===== src/sv/cqf_pkg.sv =====
// Shared types, constants and codes of the circular queue FIFO.
package cqf_pkg;

    // Storage size and word width.
    localparam int DEPTH     = 16;
    localparam int WORD_BITS = 32;
    localparam int IDX_W     = $clog2(DEPTH);
    localparam int CAP_W     = $clog2(DEPTH + 1);

    // Reset value of the capacity register.
    localparam logic [CAP_W-1:0] CAP_RESET = CAP_W'(DEPTH);

    // Command codes carried by an input item.
    typedef enum logic [1:0] {
        CMD_ENQ        = 2'd0,
        CMD_DEQ        = 2'd1,
        CMD_PEEK_FRONT = 2'd2,
        CMD_PEEK_REAR  = 2'd3
    } t_cmd;

    // Status codes returned with each result item.
    typedef enum logic [1:0] {
        STS_OK    = 2'd0,
        STS_FULL  = 2'd1,
        STS_EMPTY = 2'd2
    } t_status;

    // Control states.
    typedef enum logic {
        ST_IDLE = 1'b0,
        ST_RESP = 1'b1
    } t_state;

    // Request from the controller to the slot memory.
    typedef struct packed {
        logic                 we;
        logic [IDX_W-1:0]     waddr;
        logic [WORD_BITS-1:0] wdata;
        logic                 re;
        logic [IDX_W-1:0]     raddr;
    } t_mem_req;

endpackage


===== src/sv/cqf_ram.sv =====
// Slot memory of the queue: one write port and one registered read port.
module cqf_ram (
    input  logic                          i_clk,
    input  cqf_pkg::t_mem_req             i_req,
    output logic [cqf_pkg::WORD_BITS-1:0] o_rdata
);

    logic [cqf_pkg::WORD_BITS-1:0] r_mem [cqf_pkg::DEPTH];
    logic [cqf_pkg::WORD_BITS-1:0] r_rdata;

    // Write port.
    always_ff @(posedge i_clk) begin
        if (i_req.we) begin
            r_mem[i_req.waddr] <= i_req.wdata;
        end
    end

    // Registered read port; the data holds until the next read.
    always_ff @(posedge i_clk) begin
        if (i_req.re) begin
            r_rdata <= r_mem[i_req.raddr];
        end
    end

    assign o_rdata = r_rdata;

endmodule


===== src/sv/cqf_ctrl.sv =====
// Queue controller: pointers, capacity register, command decode and result register.
module cqf_ctrl (
    input  logic                                 i_clk,
    input  logic                                 i_rst_n,
    input  logic                                 i_cfg_we,
    input  logic [cqf_pkg::CAP_W-1:0]            i_cfg_wdata,
    input  logic                                 i_in_valid,
    output logic                                 o_in_stall,
    input  logic [1:0]                           i_cmd,
    input  logic signed [cqf_pkg::WORD_BITS-1:0] i_value,
    output logic                                 o_out_valid,
    input  logic                                 i_out_stall,
    output logic signed [cqf_pkg::WORD_BITS-1:0] o_data,
    output logic [1:0]                           o_status,
    output cqf_pkg::t_mem_req                    o_mem_req,
    input  logic [cqf_pkg::WORD_BITS-1:0]        i_mem_rdata
);

    cqf_pkg::t_state              r_state, n_state;
    logic [cqf_pkg::CAP_W-1:0]    r_cap;
    logic [cqf_pkg::IDX_W-1:0]    r_head, n_head;
    logic [cqf_pkg::IDX_W-1:0]    r_tail, n_tail;
    logic                         r_empty, n_empty;
    logic                         r_use_mem, n_use_mem;
    logic [cqf_pkg::WORD_BITS-1:0] r_data, n_data;
    cqf_pkg::t_status             r_status, n_status;

    logic                         accept;
    logic [cqf_pkg::CAP_W-1:0]    eff_cap;
    logic [cqf_pkg::CAP_W-1:0]    head_inc, tail_inc;
    logic [cqf_pkg::IDX_W-1:0]    head_adv, tail_adv;
    cqf_pkg::t_cmd                cmd;

    assign cmd    = cqf_pkg::t_cmd'(i_cmd);
    assign accept = i_in_valid && !o_in_stall;

    // Capacity in force: zero acts as one, anything above the depth as the depth.
    always_comb begin
        if (r_cap == '0) begin
            eff_cap = cqf_pkg::CAP_W'(1);
        end else if (r_cap > cqf_pkg::CAP_W'(cqf_pkg::DEPTH)) begin
            eff_cap = cqf_pkg::CAP_W'(cqf_pkg::DEPTH);
        end else begin
            eff_cap = r_cap;
        end
    end

    // Pointer steps wrap to zero at the capacity.
    always_comb begin
        head_inc = {1'b0, r_head} + cqf_pkg::CAP_W'(1);
        tail_inc = {1'b0, r_tail} + cqf_pkg::CAP_W'(1);
        head_adv = (head_inc >= eff_cap) ? '0 : head_inc[cqf_pkg::IDX_W-1:0];
        tail_adv = (tail_inc >= eff_cap) ? '0 : tail_inc[cqf_pkg::IDX_W-1:0];
    end

    // Next state.
    always_comb begin
        n_state = r_state;
        unique case (r_state)
            cqf_pkg::ST_IDLE: begin
                if (accept) begin
                    n_state = cqf_pkg::ST_RESP;
                end
            end
            cqf_pkg::ST_RESP: begin
                if (!i_out_stall && !accept) begin
                    n_state = cqf_pkg::ST_IDLE;
                end
            end
            default: n_state = cqf_pkg::ST_IDLE;
        endcase
    end

    // Handshake outputs: a new item enters as soon as the pending result leaves.
    always_comb begin
        o_in_stall  = 1'b0;
        o_out_valid = 1'b0;
        unique case (r_state)
            cqf_pkg::ST_IDLE: begin
                o_in_stall  = 1'b0;
                o_out_valid = 1'b0;
            end
            cqf_pkg::ST_RESP: begin
                o_in_stall  = i_out_stall;
                o_out_valid = 1'b1;
            end
            default: begin
                o_in_stall  = 1'b1;
                o_out_valid = 1'b0;
            end
        endcase
    end

    // Command decode: pointer update, memory access and result fields.
    always_comb begin
        n_head            = r_head;
        n_tail            = r_tail;
        n_empty           = r_empty;
        n_use_mem         = r_use_mem;
        n_data            = r_data;
        n_status          = r_status;
        o_mem_req.we      = 1'b0;
        o_mem_req.waddr   = '0;
        o_mem_req.wdata   = i_value;
        o_mem_req.re      = 1'b0;
        o_mem_req.raddr   = r_head;
        if (accept) begin
            n_use_mem = 1'b0;
            n_data    = '0;
            n_status  = cqf_pkg::STS_OK;
            if (cmd == cqf_pkg::CMD_ENQ) begin
                if (r_empty) begin
                    n_head          = '0;
                    n_tail          = '0;
                    n_empty         = 1'b0;
                    o_mem_req.we    = 1'b1;
                    o_mem_req.waddr = '0;
                end else if (tail_adv == r_head) begin
                    n_status = cqf_pkg::STS_FULL;
                end else begin
                    n_tail          = tail_adv;
                    o_mem_req.we    = 1'b1;
                    o_mem_req.waddr = tail_adv;
                end
            end else if (r_empty) begin
                n_data   = '1;
                n_status = cqf_pkg::STS_EMPTY;
            end else begin
                n_use_mem    = 1'b1;
                o_mem_req.re = 1'b1;
                case (cmd)
                    cqf_pkg::CMD_DEQ: begin
                        o_mem_req.raddr = r_head;
                        if (r_head == r_tail) begin
                            n_head  = '0;
                            n_tail  = '0;
                            n_empty = 1'b1;
                        end else begin
                            n_head = head_adv;
                        end
                    end
                    cqf_pkg::CMD_PEEK_REAR: o_mem_req.raddr = r_tail;
                    default:                o_mem_req.raddr = r_head;
                endcase
            end
        end
    end

    // Control registers.
    always_ff @(posedge i_clk) begin
        if (!i_rst_n) begin
            r_state <= cqf_pkg::ST_IDLE;
            r_cap   <= cqf_pkg::CAP_RESET;
            r_head  <= '0;
            r_tail  <= '0;
            r_empty <= 1'b1;
        end else begin
            r_state <= n_state;
            r_head  <= n_head;
            r_tail  <= n_tail;
            r_empty <= n_empty;
            if (i_cfg_we) begin
                r_cap <= i_cfg_wdata;
            end
        end
    end

    // Result payload registers.
    always_ff @(posedge i_clk) begin
        r_use_mem <= n_use_mem;
        r_data    <= n_data;
        r_status  <= n_status;
    end

    // Read results come straight from the memory's output register.
    assign o_data   = r_use_mem ? i_mem_rdata : r_data;
    assign o_status = r_status;

endmodule


===== src/sv/circular_queue_fifo_top.sv =====
// Top level of the circular queue FIFO: controller and slot memory.
//
// A circular FIFO of signed 32-bit words held in a 16-entry synchronous memory.
// Each command item (enqueue, dequeue, peek front, peek rear) yields exactly one
// result item with a data word and a status (ok, full, empty). An item's
// result appears in the cycle after it is accepted, for reads from the memory's
// registered read port. A new item is accepted in the same cycle that the
// pending result is taken, so with no stall on the output an item
// enters every cycle. The capacity register (1 to 16; zero acts as one and
// larger values as 16) may be written only while no item is in flight.
module circular_queue_fifo_top (
    input  logic                                 i_clk,
    input  logic                                 i_rst_n,
    input  logic                                 i_cfg_we,
    input  logic [cqf_pkg::CAP_W-1:0]            i_cfg_wdata,
    input  logic                                 i_in_valid,
    output logic                                 o_in_stall,
    input  logic [1:0]                           i_cmd,
    input  logic signed [cqf_pkg::WORD_BITS-1:0] i_value,
    output logic                                 o_out_valid,
    input  logic                                 i_out_stall,
    output logic signed [cqf_pkg::WORD_BITS-1:0] o_data,
    output logic [1:0]                           o_status
);

    cqf_pkg::t_mem_req              mem_req;
    logic [cqf_pkg::WORD_BITS-1:0]  mem_rdata;

    // Pointer and command logic.
    cqf_ctrl u_ctrl (
        .i_clk       (i_clk),
        .i_rst_n     (i_rst_n),
        .i_cfg_we    (i_cfg_we),
        .i_cfg_wdata (i_cfg_wdata),
        .i_in_valid  (i_in_valid),
        .o_in_stall  (o_in_stall),
        .i_cmd       (i_cmd),
        .i_value     (i_value),
        .o_out_valid (o_out_valid),
        .i_out_stall (i_out_stall),
        .o_data      (o_data),
        .o_status    (o_status),
        .o_mem_req   (mem_req),
        .i_mem_rdata (mem_rdata)
    );

    // Slot storage.
    cqf_ram u_ram (
        .i_clk   (i_clk),
        .i_req   (mem_req),
        .o_rdata (mem_rdata)
    );

endmodule


===== config.mk =====
export PLATFORM = sky130hd
export DESIGN_NAME = circular_queue_fifo_top
export DESIGN_NICKNAME = d
export VERILOG_FILES = /design/src/sv/cqf_pkg.sv /design/src/sv/cqf_ram.sv /design/src/sv/cqf_ctrl.sv /design/src/sv/circular_queue_fifo_top.sv
export SDC_FILE = /design/constraint.sdc
export NUM_CORES = 1
export LEC_CHECK = 0
export ABC_AREA = 1
export ABC_CLOCK_PERIOD_IN_PS = 9100
export CAP_MARGIN = 20
export CORE_MARGIN = 3
export CORE_UTILIZATION = 50
export CTS_CLUSTER_DIAMETER = 200
export CTS_CLUSTER_SIZE = 24
export DETAILED_ROUTE_END_ITERATION = 6
export DONT_BUFFER_PORTS = 1
export PLACE_DENSITY_LB_ADDON = 0.25
export SLEW_MARGIN = 20
export SYNTH_ARGS = -nofsm -noshare
export SYNTH_HDL_FRONTEND = slang
export SYNTH_SLANG_ARGS = --single-unit

===== constraint.sdc =====
create_clock -name i_clk -period 9.1 [get_ports i_clk]
set_input_delay 1.82 -clock i_clk [delete_from_list [all_inputs] [get_ports i_clk]]
set_output_delay 1.82 -clock i_clk [all_outputs]
set_load 0.01 [all_outputs]

==> impl_metrics.csv, run 1 <==
group,metric,value,unit
finish,antennaDiodeCount,0,
worst_setup_path,start_kind,"input pin",
synth,synth_compound_area_frac,0.08870,
route,drtIter0Drc,1457,
placement,placed_area,23940,sq um
timing,drv_slew,0,
finish,drive_gt1_frac,0.07839,
pwr,ir_drop,0.1240,mV
finish,postLayoutCellArea,24680,sq um
clock_network,numCtsBuffers,27,
clock_network,ctsResizeCount,0,
floorplan,die_w,222.3,microns
pwr,p_clk_frac,0.306,
synth,synth_edf_count,547,
clock_network,cts_hold_buffers,0,
synth,synth.most_common_cell,"edfxtp_1",
route,via_per_inst,5.759,
timing,final.period_utilization,0.4917,
synth,synth_top_cell_by_area,"edfxtp_1",
global_routing,grt_pass1_vias,13700,
synth,synth_flop_cell,"edfxtp_1",
clock_network,clk_path_buf_depth,3,
synth,synth_area,23390,sq um
status,outcome,"complete, no violations",
pwr,power_density,174.0,nW/um^2
pwr,seqPwrFrac,0.664,
global_routing,grt_max_degree,110,
synth,synthMuxAreaShare,0,
placement,port_buffers,0,
synth,syn_inst,1880,
timing,finalClockSkew,22.57,ps
route,dr_total_vias,14040,
worst_setup_path,endpoint_kind,"flip-flop",
global_routing,gr-total-overflow,0,
worst_setup_path,r2r_cells,15,
pwr,p_total,4.295,mW
timing,fin_ws,4626,ps
route,antenna_left,0,
global_routing,antenna_found_initial,1,
synth,synth_simple_gate_area_share,0.1348,
clock_network,htree_levels,1,
worst_setup_path,critPathArrivalTime,4940,ps
synth,yosysWarnings,0,
pwr,combPwrFrac,0.030,
route,wl_per_cell,21.99,microns
timing,setup_tns,0,ps
pwr,p_int,3.434,mW
route,dr.pass1.iters,5,
synth,synth.top_cell.area_share,0.7023,
finish,regArea,16730,sq um
placement,dp_hpwl,26470,microns
synth,syn_avg_cell_area,12.44,sq um
route,drc_errors,0,
timing,timing.slew.headroom,0.3174,
floorplan,die_area,49410,sq um
min_path,holdCritStartpoint,"u_ctrl.r_cap[0]",
finish,n_fill_cell,3684,
worst_setup_path,rr_startpoint,"u_ctrl.r_cap[3]",
worst_setup_path,crit_required,9560,ps
synth,ys_types,34,
min_path,holdPathEnd,"u_ctrl.r_cap[0]",
pwr,swShare,0.2004,
min_path,hold_class,"reg2reg",
synth,synth_top_family_by_area,"simple AND/OR/NAND/NOR gates",
floorplan,core-area,45770,sq um
timing,worst_pin_slew,1024,ps
finish,area_growth,5.516,%
global_routing,grt_util_all_layers,0.2133,
global_routing,grt_pass1_wl,81480,microns
route,wirelength,53580,microns
floorplan,pin_count,80,
clock_network,cts_tree,"yes",
finish,multi_input_area,5607,sq um
min_path,min_path_cells,2,
timing,fin_crit,4474,ps
pwr,leakagePower,8.601,nW
timing,setup_viol_count_final,0,
floorplan,die_h,222.3,microns
clock_network,cts_setup_buffers,0,
clock_network,path_clk_slew,100,ps
worst_setup_path,rrSetupSlack,4660,ps
floorplan,start_util,0.5110,
clock_network,clock-sinks,562,
worst_setup_path,r2r_end,"u_ram.r_mem[0][0]",
timing,rsz0062_at_grt,"no",
synth,ys_top_cells_by_area,"edfxtp_1 70%, o211ai_1 6.3%, nand2_1 5.7%",
synth,ys_seq_elements,562,
placement,pre_cts_ws,4019,ps
job,maxCapViolCount,0,
clock_network,ctsRootBufferMaster,"clkbuf_16",
synth,synthArstFlopShare,0,
worst_setup_path,worst-setup-path-type,"in2reg",
floorplan,rows,78,
finish,nets,1886,
synth,synthAdderAreaFrac,0.007489,
pwr,switching_power,860.6,uW
worst_setup_path,crit_fanout,82,
clock_network,clk_latency,590,ps
finish,post-route-util,0.5392,
synth,synthXorXnorAreaFrac,0.001872,
synth,seq_area_frac_synth,0.7151,
placement,routabilityCongestion,0.7921,
timing,max_clock_freq,0.2235,GHz
timing,hold_viol,0,
synth,netlist_top_cells_count,"547 x edfxtp_1, 357 x nand2_1, 196 x o211ai_1",
synth,synth_nets,1938,
-- state kept, by name, indices dropped and copies added (netlist names) --
name,count
u_ctrl.r_data,1
u_ram.o_rdata,32
u_ctrl.r_tail,4
u_ctrl.r_use_mem,1
u_ctrl.r_cap,5
u_ctrl.o_status,1
u_ctrl.r_empty,1
u_ctrl.r_state,1
u_ctrl.r_head,4
u_ram.r_mem,512
-- layout by cell type, fill, tap and decap left out, types with 3 or more instances in the layout --
master and n:
dfxtp_1 15, nand3_1 175, edfxtp_1 547, clkbuf_1 9, nand2_1 356, or2_2 51
nor2_1 65, o21ai_0 54, inv_2 3, o211ai_1 196, o21ai_4 4, ha_1 14
nand4_1 9, a21oi_1 7, inv_1 162, xor2_1 3, clkbuf_16 27, or2_1 29
nand2_2 3, o21ai_1 46, nor2_4 17, buf_4 30
-- worst max-delay path by stage --
stage,start,end
after floorplan,i_cmd[1],u_ram.r_mem[11][0]
after global placement,i_out_stall,u_ram.o_rdata[9]
after detailed placement,i_out_stall,u_ram.o_rdata[15]
after CTS,u_ctrl.r_cap[3],u_ram.r_mem[0][0]
after global routing,u_ctrl.r_cap[3],u_ram.r_mem[0][31]
final,i_out_stall,u_ram.o_rdata[19]
-- layout make-up --
class / count / share of cell area
repair buffers: 30 / 0.009126
inverters: 168 / 0.02576
clock buffers: 36 / 0.02875
flip-flops and latches: 562 / 0.6778
multi-input cells: 1039 / 0.2272
clock inverters: 2 / 0.001014
well taps: 600 / 0.03042
-- through the flow --
| step | cells | hold slack [ps] |
|---|---|---|
| after global placement | 2399 | 501.8 |
| after global routing | 2437 | 604.5 |
| after CTS | 2437 | 543.4 |
| after floorplan | 1880 | 476.6 |
| after detailed placement | 2399 | 515.1 |
| final | 2437 | 540.1 |
-- critical path: stages --
cell and delay (ps):
nand2_1 70, nand2_2 130, nor2_8 250, o21ai_4 60
buf_4 310, inv_4 770, buf_4 860, nand2_1 120
nand2_1 90, nand2_1 60, nand3_1 120, nand3_1 80
nand2_1 100
-- power groups by stage --
stage,clock (mW),sequential (mW),combinational [mW]
after floorplan,0,2.91,0.0996
after global placement,0,2.91,0.127
after detailed placement,0,2.91,0.130
after CTS,1.34,2.85,0.130
after global routing,1.43,2.85,0.146
final,1.31,2.85,0.128
-- metal layers --
layer  vias to the layer above  global-route usage  part of all wire
met4                         0             0.05779             0.021
met5                         -                   0                 0
met2                       400              0.3527              0.48
li1                       6581                   -                 -
met3                        78             0.03329             0.059
met1                      6976              0.2974              0.44
-- cells by family (layout without fill, tap and decap cells) --
kind of cell,Yosys count,after routing
and+or+nand+nor,710,710
AOI/OAI and AO/OA,310,310
DFF,562,562
adders and majority gates,14,14
buffers and inverters,279,236
xor gates and xnor gates,5,5
No activity file was read; power rests on OpenSTA's default activity.
==> run 2, diff against run 1 <==
- ABC_CLOCK_PERIOD_IN_PS: 9100 -> 4000
- clock period: 9.1 -> 4 ns (I/O delays scaled with it)
==> impl_metrics.csv, run 2 (synthesis gave the netlist of run 1 again) <==
group,metric,value,unit
finish,final_cell_mix,"547 x edfxtp_1, 355 x nand2_1, 196 x o211ai_1",
route,wl_met1,23510,microns
route,antenna_left,0,
placement,dp_hpwl,33190,microns
timing,rsz0062_at_grt,"no",
finish,multi_input_area,5609,sq um
pwr,ir_drop,0.3619,mV
clock_network,ctsRootBufferMaster,"clkbuf_16",
clock_network,numCtsBuffers,27,
clock_network,clk_path_buf_depth,3,
finish,post-route-util,0.5468,
clock_network,path_clk_slew,90,ps
global_routing,grt_max_degree,129,
timing,finalClockSkew,21.49,ps
finish,n_fill_cell,3782,
min_path,hold_class,"in2reg",
global_routing,gr-total-overflow,0,
placement,routabilityCongestion,0.8080,
worst_setup_path,crit_top_cell,"nand2_1",
worst_setup_path,r2r_cells,16,
clock_network,clk_latency,590,ps
timing,final.period_utilization,0.9001,
worst_setup_path,crit_chain,"or4_1 -> o21ai_0 -> ha_1 -> inv_1 -> nand2_1 -> nand2_1 -> nand3_1 -> nand2_1 -> nand2_1 -> inv_1 -> nor2_1 -> nand2_1 -> nand2_1 -> a21oi_1 -> nor2_4 -> buf_4",
global_routing,antenna_found_initial,0,
route,wirelength,55020,microns
timing,hold_viol,0,
route,top_layer,"met4",
floorplan,rows,78,
finish,drive_gt1_frac,0.08836,
route,drtIter0Drc,1426,
job,maxCapViolCount,0,
timing,worst_pin_slew,901.7,ps
route,wl_per_cell,22.40,microns
timing,max_clock_freq,0.2777,GHz
timing,timing.slew.headroom,0.3989,
floorplan,die_h,222.3,microns
floorplan,core-area,45770,sq um
worst_setup_path,crit_required,4310,ps
global_routing,grt_util_all_layers,0.2212,
timing,fin_crit,3600,ps
worst_setup_path,critPathArrivalTime,3910,ps
pwr,power_density,390.8,nW/um^2
floorplan,die_area,49410,sq um
route,drc_errors,0,
floorplan,start_util,0.5110,
min_path,min_path_cells,1,
timing,drv_slew,0,
clock_network,clock-sinks,562,
finish,antennaDiodeCount,0,
placement,port_buffers,0,
finish,top_register,"u_ram.r_mem",
status,outcome,"complete, no violations",
route,dr_wl_met3,3552,microns
timing,setup_viol_count_final,0,
worst_setup_path,critPathSlowestCell,"a21oi_1",
floorplan,pin_count,80,
clock_network,htree_levels,1,
finish,largest_register_ffs,512,
global_routing,grt_pass1_wl,84460,microns
pwr,leakagePower,8.769,nW
route,via_per_inst,5.773,
global_routing,grt_pass1_vias,14050,
route,dr.pass1.iters,5,
finish,layout_commonest_cell,"edfxtp_1",
worst_setup_path,endpoint_kind,"flip-flop",
placement,pre_cts_ws,348.1,ps
worst_setup_path,crit_fanout,18,
timing,fin_ws,399.6,ps
worst_setup_path,start_kind,"flip-flop",
finish,nets,1905,
worst_setup_path,worst-setup-path-type,"reg2reg",
route,wl_met2,26300,microns
worst_setup_path,crit_path_max_incr_delay,650,ps
finish,area_growth,7.008,%
finish,regArea,16730,sq um
floorplan,die_w,222.3,microns
clock_network,cts_tree,"yes",
route,dr_total_vias,14180,
==> run 2: area by class of cell <==
type / count / share of cell area
inverters: 168 / 0.02540
flip-flops and latches: 562 / 0.6683
well taps: 600 / 0.03000
multi-input cells: 1039 / 0.2241
repair buffers: 49 / 0.02285
clock inverters: 2 / 0.0009998
clock buffers: 36 / 0.02835
==> run 2: worst max-delay path, delay by kind of cell (launching register included) <==
family | cells | cell delay [ps]
compound gates | 2 | 880
flops | 1 | 330
buf+inv | 3 | 370
simple gates | 10 | 1450
fa+ha+maj | 1 | 270
==> run 2: final timing paths <==
check	start	to	slack, ps
setup reg to reg	u_ctrl.r_cap[3]	u_ram.r_mem[1][6]	400
hold reg to reg	u_ctrl.r_cap[0]	u_ctrl.r_cap[0]	530
hold / removal	i_rst_n	u_ctrl.r_empty	290
setup / recovery	u_ctrl.r_cap[3]	u_ram.r_mem[1][6]	400
==> run 2: power breakdown <==
part | switching, mW | total, mW | internal, mW
Sequential | 0.0127 | 6.49 | 6.47
Combinational | 0.219 | 0.308 | 0.0887
Clock | 1.73 | 2.99 | 1.26
Total | 1.96 | 9.78 | 7.82
==> run 2: repair_timing <==
action	in CTS	in global routing
hold endpoints to repair	0	0
buffers inserted	0	4
endpoints found under the setup margin	0	66
hold buffers	0	0
gates resized for setup	0	2
==> run 2: through the flow <==
step	power (mW)	instances	hold WS [ps]	setup TNS [ps]	instance area, sq um
global placement	6.928	2414	506.6	0	24260
CTS	9.856	2452	259.5	0	24990
finish	9.781	2456	290.7	0	25030
detailed placement	6.933	2414	510.7	0	24260
floorplan	6.846	1880	476.6	-40810	23390
global route	10.09	2456	262.9	0	25030
==> run 2: layer usage <==
metal,global-route usage,up-vias
li1,-,6616
met1,0.3068,7003
met2,0.3648,483
met3,0.03343,76
met4,0.06749,0
met5,0,-
